<file path="src/rtl/bsd_pkg.sv">
// bsd_pkg: shared types and constants for the bounded stack with dump unit
// no dependencies; imported by the controller, datapath and top level

package bsd_pkg;

	localparam int unsigned CMD_W   = 3;
	localparam int unsigned VALUE_W = 32;
	localparam int unsigned CAP_W   = 7;

	localparam logic [CMD_W-1:0] CMD_PUSH    = 3'd0;
	localparam logic [CMD_W-1:0] CMD_POP     = 3'd1;
	localparam logic [CMD_W-1:0] CMD_DUMP_TB = 3'd2;
	localparam logic [CMD_W-1:0] CMD_DUMP_BT = 3'd3;
	localparam logic [CMD_W-1:0] CMD_PEEK    = 3'd4;

	localparam logic [CAP_W-1:0] CAP_RESET = 7'd64;

	// controller to datapath
	typedef struct packed {
		logic push;
		logic pop;
		logic start;
		logic start_down;
		logic start_peek;
		logic rd_go;
	} bsd_cmd_t;

	// datapath to controller
	typedef struct packed {
		logic empty;
		logic full;
		logic room;
		logic left_one;
	} bsd_sts_t;

endpackage

</file>
<file path="src/rtl/bsd_ram.sv">
// bsd_ram: generic single-write, single-read ram with registered read data
// no dependencies

module bsd_ram #(
	parameter int unsigned WIDTH = 32,
	parameter int unsigned DEPTH = 64,
	parameter int unsigned AW    = (DEPTH > 1) ? $clog2(DEPTH) : 1
) (
	input  logic             clk,
	input  logic             we,
	input  logic [AW-1:0]    waddr,
	input  logic [WIDTH-1:0] wdata,
	input  logic             re,
	input  logic [AW-1:0]    raddr,
	output logic [WIDTH-1:0] rdata
);

	logic [WIDTH-1:0] mem_q [DEPTH];

	always_ff @(posedge clk) begin
		if (we) begin
			mem_q[waddr] <= wdata;
		end
		if (re) begin
			rdata <= mem_q[raddr];
		end
	end

endmodule

</file>
<file path="src/rtl/bsd_ctrl.sv">
// bsd_ctrl: command decode and run sequencing for the stack unit
// depends on bsd_pkg

module bsd_ctrl import bsd_pkg::*; (
	input  logic             clk,
	input  logic             arst_n,
	input  logic             s_tvalid,
	output logic             s_tready,
	input  logic [CMD_W-1:0] s_tuser,
	input  bsd_sts_t         sts,
	output bsd_cmd_t         cmd
);

	localparam logic ST_IDLE = 1'b0;
	localparam logic ST_RUN  = 1'b1;

	logic state_q;
	logic state_d;
	logic accept;

	assign s_tready = (state_q == ST_IDLE);
	assign accept   = s_tvalid & s_tready;

	always_comb begin
		cmd     = '0;
		state_d = state_q;
		unique case (state_q)
			ST_IDLE: begin
				if (accept) begin
					unique case (s_tuser)
						CMD_PUSH: cmd.push = ~sts.full;
						CMD_POP:  cmd.pop  = ~sts.empty;
						CMD_DUMP_TB: begin
							cmd.start      = ~sts.empty;
							cmd.start_down = 1'b1;
						end
						CMD_DUMP_BT: cmd.start = ~sts.empty;
						CMD_PEEK: begin
							cmd.start      = ~sts.empty;
							cmd.start_down = 1'b1;
							cmd.start_peek = 1'b1;
						end
						default: ;
					endcase
					if (cmd.start) begin
						state_d = ST_RUN;
					end
				end
			end
			ST_RUN: begin
				cmd.rd_go = sts.room;
				if (sts.room && sts.left_one) begin
					state_d = ST_IDLE;
				end
			end
			default: state_d = ST_IDLE;
		endcase
	end

	always_ff @(posedge clk or negedge arst_n) begin
		if (!arst_n) begin
			state_q <= ST_IDLE;
		end else begin
			state_q <= state_d;
		end
	end

endmodule

</file>
<file path="src/rtl/bsd_dp.sv">
// bsd_dp: stack storage, entry count, read pointer and two-word output buffer
// depends on bsd_pkg and bsd_ram

module bsd_dp import bsd_pkg::*; #(
	parameter int unsigned DEPTH = 64
) (
	input  logic                      clk,
	input  logic                      arst_n,
	input  bsd_cmd_t                  cmd,
	output bsd_sts_t                  sts,
	input  logic signed [VALUE_W-1:0] push_value,
	input  logic                      cfg_wen,
	input  logic [CAP_W-1:0]          cfg_wdata,
	output logic                      m_tvalid,
	input  logic                      m_tready,
	output logic signed [VALUE_W-1:0] m_tdata,
	output logic                      m_tlast
);

	localparam int unsigned AW = (DEPTH > 1) ? $clog2(DEPTH) : 1;
	localparam int unsigned CW = $clog2(DEPTH + 1);
	localparam logic [CAP_W-1:0] DEPTH_CAP = CAP_W'(DEPTH);

	logic [CAP_W-1:0]   cap_q;
	logic [CAP_W-1:0]   limit;
	logic [CW-1:0]      count_q;
	logic [AW-1:0]      ptr_q;
	logic [CW-1:0]      left_q;
	logic               down_q;
	logic               infl_q;
	logic               infl_last_q;
	logic               skid_v_q;
	logic [VALUE_W-1:0] skid_data_q;
	logic               skid_last_q;
	logic               out_v_q;
	logic [VALUE_W-1:0] out_data_q;
	logic               out_last_q;
	logic [VALUE_W-1:0] rd_data;
	logic [1:0]         occ;
	logic               drain;
	logic               out_free;

	assign limit = (cap_q > DEPTH_CAP) ? DEPTH_CAP : cap_q;

	assign drain    = out_v_q & m_tready;
	assign out_free = drain | ~out_v_q;
	assign occ      = 2'(out_v_q) + 2'(skid_v_q) + 2'(infl_q);

	assign sts.empty    = (count_q == '0);
	assign sts.full     = (CAP_W'(count_q) >= limit);
	assign sts.room     = (occ < 2'd2) | ((occ == 2'd2) & drain);
	assign sts.left_one = (left_q == CW'(1));

	bsd_ram #(
		.WIDTH (VALUE_W),
		.DEPTH (DEPTH)
	) u_ram (
		.clk   (clk),
		.we    (cmd.push),
		.waddr (count_q[AW-1:0]),
		.wdata (push_value),
		.re    (cmd.rd_go),
		.raddr (ptr_q),
		.rdata (rd_data)
	);

	// configuration and stack bookkeeping
	always_ff @(posedge clk or negedge arst_n) begin
		if (!arst_n) begin
			cap_q   <= CAP_RESET;
			count_q <= '0;
		end else begin
			if (cfg_wen) begin
				cap_q <= cfg_wdata;
			end
			if (cmd.push) begin
				count_q <= count_q + CW'(1);
			end else if (cmd.pop) begin
				count_q <= count_q - CW'(1);
			end
		end
	end

	// run pointer: walks down from the top or up from the base
	always_ff @(posedge clk) begin
		if (cmd.start) begin
			down_q <= cmd.start_down;
			ptr_q  <= cmd.start_down ? AW'(count_q - CW'(1)) : '0;
			left_q <= cmd.start_peek ? CW'(1) : count_q;
		end else if (cmd.rd_go) begin
			ptr_q  <= down_q ? ptr_q - AW'(1) : ptr_q + AW'(1);
			left_q <= left_q - CW'(1);
		end
	end

	// read in flight, skid word and output word
	always_ff @(posedge clk or negedge arst_n) begin
		if (!arst_n) begin
			infl_q   <= 1'b0;
			skid_v_q <= 1'b0;
			out_v_q  <= 1'b0;
		end else begin
			infl_q <= cmd.rd_go;
			if (out_free) begin
				if (skid_v_q) begin
					out_v_q  <= 1'b1;
					skid_v_q <= infl_q;
				end else begin
					out_v_q <= infl_q;
				end
			end else if (infl_q) begin
				skid_v_q <= 1'b1;
			end
		end
	end

	always_ff @(posedge clk) begin
		if (cmd.rd_go) begin
			infl_last_q <= sts.left_one;
		end
		if (out_free) begin
			if (skid_v_q) begin
				out_data_q <= skid_data_q;
				out_last_q <= skid_last_q;
				if (infl_q) begin
					skid_data_q <= rd_data;
					skid_last_q <= infl_last_q;
				end
			end else if (infl_q) begin
				out_data_q <= rd_data;
				out_last_q <= infl_last_q;
			end
		end else if (infl_q) begin
			skid_data_q <= rd_data;
			skid_last_q <= infl_last_q;
		end
	end

	assign m_tvalid = out_v_q;
	assign m_tdata  = out_data_q;
	assign m_tlast  = out_last_q;

endmodule

</file>
<file path="src/rtl/bounded_stack_with_dump_unit.sv">
// bounded_stack_with_dump_unit: top level joining bsd_ctrl and bsd_dp, uses bsd_pkg
// push and pop finish when taken; a peek holds the input for its one ram read and a dump
// for one ram read per stored entry, longer while the output stalls
// a peek or dump's first result word passes the run state, ram read and output register
// arst_n clears the entry count, the run state and the output buffer and sets capacity
// to 64; stack contents are not cleared, only entries written by a push are ever read

module bounded_stack_with_dump_unit import bsd_pkg::*; #(
	parameter int unsigned DEPTH = 64
) (
	input  logic                      clk,
	input  logic                      arst_n,
	// input word
	input  logic                      s_tvalid,
	output logic                      s_tready,
	input  logic signed [VALUE_W-1:0] s_tdata,   // [31:0] push_value
	input  logic [CMD_W-1:0]          s_tuser,   // [2:0] cmd
	// result word
	output logic                      m_tvalid,
	input  logic                      m_tready,
	output logic signed [VALUE_W-1:0] m_tdata,   // [31:0] out_value
	output logic                      m_tlast,   // out_last
	// capacity register
	input  logic                      cfg_wen,
	input  logic [CAP_W-1:0]          cfg_wdata
);

	// command and status between the sequencer and the datapath
	bsd_cmd_t cmd;
	bsd_sts_t sts;

	// sequencer: decodes the command word and steps a dump or peek run
	bsd_ctrl u_ctrl (
		.clk      (clk),
		.arst_n   (arst_n),
		.s_tvalid (s_tvalid),
		.s_tready (s_tready),
		.s_tuser  (s_tuser),
		.sts      (sts),
		.cmd      (cmd)
	);

	// datapath: ram, entry count, capacity limit, read pointer and output buffer
	bsd_dp #(
		.DEPTH (DEPTH)
	) u_dp (
		.clk        (clk),
		.arst_n     (arst_n),
		.cmd        (cmd),
		.sts        (sts),
		.push_value (s_tdata),
		.cfg_wen    (cfg_wen),
		.cfg_wdata  (cfg_wdata),
		.m_tvalid   (m_tvalid),
		.m_tready   (m_tready),
		.m_tdata    (m_tdata),
		.m_tlast    (m_tlast)
	);

endmodule

</file>
<file path="config.mk">
export PLATFORM = sky130hd
export DESIGN_NAME = bounded_stack_with_dump_unit
export DESIGN_NICKNAME = d
export VERILOG_FILES = /design/src/rtl/bsd_pkg.sv /design/src/rtl/bsd_ram.sv /design/src/rtl/bsd_ctrl.sv /design/src/rtl/bsd_dp.sv /design/src/rtl/bounded_stack_with_dump_unit.sv
export SDC_FILE = /design/constraint.sdc
export NUM_CORES = 2
export LEC_CHECK = 0
export BUFFER_PORTS_ARGS = -buffer_cell sky130_fd_sc_hd__buf_2
export CAP_MARGIN = 30
export CORE_MARGIN = 8
export CORE_UTILIZATION = 30
export CTS_BUF_LIST = sky130_fd_sc_hd__clkbuf_4
export CTS_CLUSTER_SIZE = 28
export DETAILED_ROUTE_END_ITERATION = 10
export GPL_TIMING_DRIVEN = 0
export PLACE_DENSITY = 0.52
export SKIP_CTS_REPAIR_TIMING = 1
export SLEW_MARGIN = 20
export SYNTH_ARGS = -nofsm -noshare
export SYNTH_HDL_FRONTEND = slang
export SYNTH_HIERARCHICAL = 1
export SYNTH_SLANG_ARGS = --single-unit
</file>
<file path="constraint.sdc">
create_clock -name clk -period 13.44 [get_ports clk]
set_input_delay 0.672 -clock clk [delete_from_list [all_inputs] [get_ports clk]]
set_output_delay 0.672 -clock clk [all_outputs]
set_load 0.02 [all_outputs]
</file>
# == After elaboration in Yosys (flattened, before gate mapping) ==
# Memory sizes are Yosys's and may differ from the RTL's. A register that Yosys moved wholly into a read port is not among the register bits.
# Cells that the tools add are included.
# word_totals
ff_bits,99
latchBits,0
mem_bits_rw,2048
rom_bits,0
input_bits,47
out_inout_bits,35
wordCells,91
memories,1
# mem_list
memory,words,word_bits,read_ports,rd_clocked_by_memory_dff,write_ports,line_no,rtl
u_dp.u_ram.mem_q,64,32,1,1,1,bsd_ram.sv:18,logic [WIDTH-1:0] mem_q [DEPTH];
# op_classes
add_sub_neg,7
mul,0
div,0
order_cmp,3
eq_ne,7
shift,0
n_mux,40
n_bitwise,9
n_reduce_logical,10
# op_table
operator,count
$mux W32,5
$mux W7,6
$mux W6,4
$mux W1,22
$sub A7 B1 Y7 const B,2
$mux W5,2
$reduce_bool A2 Y1,4
$add A7 B1 Y7 const B,1
$eq A7 B1 Y1 const B,1
$ge A7 B7 Y1,1
$gt A7 B7 Y1 const B,1
$logic_not A7 Y1,1
$add A6 B1 Y6 const B,1
$eq A3 B2 Y1 const B,2
$sub A6 B1 Y6 const B,1
$not A1 Y1,4
$and A1 B1 Y1,3
$eq A3 B1 Y1 const B,1
$eq A3 B3 Y1 const B,1
$logic_not A3 Y1,1
$reduce_or A3 Y1,1
$add A1 B1 Y2,1
$add A2 B1 Y2,1
$eq A2 B2 Y1 const B,1
7 further kinds,8

# == Logic depth before layout (Yosys ltp) ==
# depth
word_depth,9
mapped_depth,14
depth_no_buf,13

# == Hierarchy ==
# Netlist, hierarchy kept.
# by_module_without_submodules
mod,instances,cells_each,area_each_um2,seq_area_each_um2
bsd_ram,1,3324,78835.6,62459.9
bsd_dp,1,293,4374.2,2859.0
bsd_ctrl,1,16,121.4,25.0

# == Worst setup path after synthesis ==
# No wires, ideal clock.
# synth_timing
path_kind,register to register
from,register u_dp.count_q[0]
to,memory u_dp.u_ram.mem_q[48][0] (enable)
setup_ps,461
t_arrival_ps,4885
setup_slack_ps,8094
path_stages_with_launch,13
n_path_buf,1
path_cell_list,dfrtp_1 > clkbuf_1 > inv_1 > ha_1 > nor2b_1 > o21ai_0 > a31oi_1 > o21ai_0 > or3_1 > nor3_1 > nor2b_1 > nand4b_1 > nor3_1
# synth_rtl
element,line_no,rtl
"start, declared",bsd_dp.sv:26,logic [CW-1:0] count_q;
"start signal, assigned",bsd_dp.sv:77,count_q <= count_q + CW'(1);
"start signal, assigned",bsd_dp.sv:79,count_q <= count_q - CW'(1);
"end, declared",bsd_ram.sv:18,

==> qor.txt <==
EDFF count, synth: 2161
XOR/XNOR share of the synthesized area: 0.00189
CTS tree: yes
WHS Endpoint: u_dp/cap_q[6]
Ys Warns: 6
core area: 0.276 mm²
hold crit path type: in2reg
cell taking the most area after synthesis: edfxtp_1
FF-to-FF End: u_dp/u_ram/mem_q[62][23]
FP Rows: 193
Final min period: 5.72 ns
final wirelength: 274 mm
final hold violation count: 0
share of cells above drive strength 1: 0.390
Synth Area per Inst: 22.9 µm²
cell depth of the worst hold path: 3
adder-cell share of the synthesized area: 0.00300
Final HPWL DP: 182 mm
dpl ws: 7.97 ns
Final Slew Violations: 0
IO Port Bufs: 80
Boundary Pins: 82
initial antenna violation count: 24
Layout Nets: 4606
DRC Markers: 0
worst endpoint required time: 14.38 ns
htree depth: 6
Final TNS setup: 0 ns
number of global-route vias before repair: 44900
main combinational cell family by area after synthesis: multiplexers
placed insts: 7589
Cell Pwr Density: 200 mW/mm²
multi-input combinational cell area: 0.0175 mm²
worst hold start: cfg_wen
GP Congestion: 0.791
clock-pin slew on the worst setup and hold paths: 0.06 ns
status: finished, final reports clean
R2R cell count: 14
clock sinks: 2179
PnR worst setup slack: 7.72 ns
Clock Skews: 0.121 ns
Synth Area in Compound Gates: 0.0189
top cell type's share of synthesized area: 0.779
WP data arrival: 6.66 ns
total area of sequential cells: 0.0653 mm²
synthesized flop and latch total: 2179
largest net degree at the start of global routing: 65
Die Y: 543 µm
Area contributors post-synth: edfxtp_1 78%, mux4_2 15%, mux2i_1 1.1%
Final ANT Viol Nets: 0
RSZ-0062 raised after global routing: no
Via Count: 44900
sequential share of the synthesized area: 0.784
Tot Pwr: 20100 µW
CP Launch Type: register
Final setup viols: 0
vias per std cell: 5.19
Syn Nets: 3698
Least-Margin Pin Slew: 1.05 ns
grt ovf: 0
first-pass GRT wire length: 367 mm
CTS Buffer Depth: 4
Slew headroom: 0.297
Max FO, Critical Path: 12
Async SR Flop Fraction: 0.00826
top_reg_cell synth: edfxtp_1
die area: 0.295 mm²
cell area after synthesis: 0.0833 mm²
total global routing track utilization: 0.181
WS Path Type: reg2reg
1st-iter DRT viols: 5600
CTS root buf: clkbuf_4
width of the chip: 543 µm
WL/cell: 31.7 µm
number of iterations in the first detailed-routing pass: 6
final worst-path cycle share: 0.426
Num CTS Buffers: 589
Static Leak: 0.0320 µW
Fmax: 175 MHz
Post-Layout Cell Count: 8648
Mapped Cells: 3633
reg2reg start: u_dp/count_q[0]
Post-Synth Simple-Gate Area: 0.0162
mux cell area share after synthesis: 0.164
Area Overhead vs Synth: 20.5%
CP endpoint kind: register
Starting Density: 0.301
post-synth cell types: 61
Filler cells: 25500
hold slack: 0.370 ns
Max Cap Viol: 0
worst-skew pair later-pin latency: 1.32 ns
IR drop worst, VDD: 0.114 mV
Worst R2R Setup Slack: 7.72 ns
[metrics by stage]
step,instance area (µm²),util
finish,100000,0.363
global route,100000,0.363
CTS,99700,0.360
detailed placement,92600,0.335
global placement,88400,0.320
floorplan,83300,-
[routing by layer]
| layer | wire length (µm) | up-vias | share of wire | GRT usage |
|---|---|---|---|---|
| met2 | 131000 | 2539 | 0.48 | 0.290 |
| li1 | - | 17700 | - | - |
| met5 | 53 | - | 0.00019 | 0 |
| met4 | 10000 | 8 | 0.037 | 0.0710 |
| met1 | 106000 | 24100 | 0.39 | 0.233 |
| met3 | 26700 | 484 | 0.098 | 0.0501 |
[placed cells by master, fill, tap and decap left out, drive strengths merged, types with 8 or more instances in the layout]
master	n
edfxtp	2161
clkbuf	926
mux4	544
buf	370
nor2	148
mux2i	95
o22ai	94
clkinv	92
a21oi	68
dlygate4sd3	63
nand2	47
mux2	39
o221ai	27
inv	27
diode	24
nor2b	18
dfrtp	17
ha	16
nor3	14
nand2b	12
a22oi	12
xnor2	10
bufinv	9
nand3	9
xor2	8
a311oi	8
[worst max path at each step]
stage          slack, ns                  endpoint       startpoint
2_1_floorplan       8.09   u_dp/u_ram/mem_q[48][0]  u_dp/count_q[0]
3_3_place_gp        2.37  u_dp/u_ram/mem_q[48][19]  u_dp/count_q[0]
3_5_place_dp        7.97  u_dp/u_ram/mem_q[62][23]  u_dp/count_q[0]
4_1_cts             7.91  u_dp/u_ram/mem_q[62][23]  u_dp/count_q[0]
5_1_grt             7.65  u_dp/u_ram/mem_q[62][23]  u_dp/count_q[0]
6_report            7.72  u_dp/u_ram/mem_q[62][23]  u_dp/count_q[0]
[area by class of cell]
cell class                 count  area share
inverter                      14    0.000523
clock buffer                 848      0.0634
timing repair buffer         317      0.0474
antenna                       24    0.000598
sequential                  2179       0.651
multi-input combinational   1246       0.174
buffer                       194     0.00983
tap                         3705      0.0462
clock inverter               121     0.00723
[power breakdown]
part | switching [µW] | total (µW) | internal (µW) | leakage (µW)
clock | 2680 | 5720 | 3040 | 0.00425
sequential | 131 | 7940 | 7810 | 0.0197
combinational | 4050 | 6430 | 2380 | 0.00802
[sequential cells by signal, indices dropped and copies added, names as in the netlist, 6 cells and up]
signal / count
u_dp/count_q: 7
u_dp/ptr_q: 6
u_dp/u_ram/rdata: 32
u_dp/skid_data_q: 32
u_dp/u_ram/mem_q: 2048
u_dp/m_tdata: 32
u_dp/left_q: 7
u_dp/cap_q: 7
[logic make-up after synthesis]
group	count (synthesis)
fa+ha+maj	19
xor+xnor	18
simple gates	291
flops	2179
buf+inv	208
mux	678
compound gates	240
[worst max-delay path, cell delays in order (launching register included)]
cell	delay (ns)
dfrtp_1	0.60
clkbuf_1	0.45
inv_1	0.19
ha_1	0.32
nor2b_1	0.10
o21ai_0	0.09
a31oi_1	0.22
o21ai_0	0.11
or3_1	0.32
nor3_2	0.62
nor2b_1	0.34
nand3_1	0.61
nor2_4	0.88
buf_12	0.26
buf_16	0.18
[synth_stat cells, types with 2 or more instances]
| cell type | n |
|---|---|
| edfxtp_1 | 2161 |
| mux4_2 | 544 |
| nor2_1 | 147 |
| mux2i_1 | 95 |
| o22ai_1 | 94 |
| clkbuf_1 | 78 |
| a21oi_1 | 68 |
| buf_2 | 61 |
| nand2_1 | 47 |
| mux2_2 | 39 |
| o221ai_1 | 27 |
| buf_4 | 25 |
| buf_1 | 22 |
| nor2b_1 | 18 |
| dfrtp_1 | 17 |
| ha_1 | 16 |
| inv_1 | 14 |
| nor3_1 | 14 |
| a22oi_1 | 12 |
| nand2b_1 | 12 |
| xnor2_1 | 10 |
| nand3_1 | 9 |
| a311oi_1 | 8 |
| buf_6 | 8 |
| xor2_1 | 8 |
| nand3b_1 | 7 |
| and3_1 | 5 |
| o21ai_0 | 5 |
| or3_1 | 5 |
| a41o_1 | 4 |
| nand4_1 | 4 |
| o32ai_1 | 4 |
| a21o_1 | 3 |
| and2_1 | 3 |
| o21a_1 | 3 |
| or2_2 | 3 |
| or3b_1 | 3 |
| or3b_2 | 3 |
| a31oi_1 | 2 |
| fa_1 | 2 |
| nor3b_1 | 2 |
| nor4b_1 | 2 |
No activity file was read; power rests on OpenSTA's default activity.
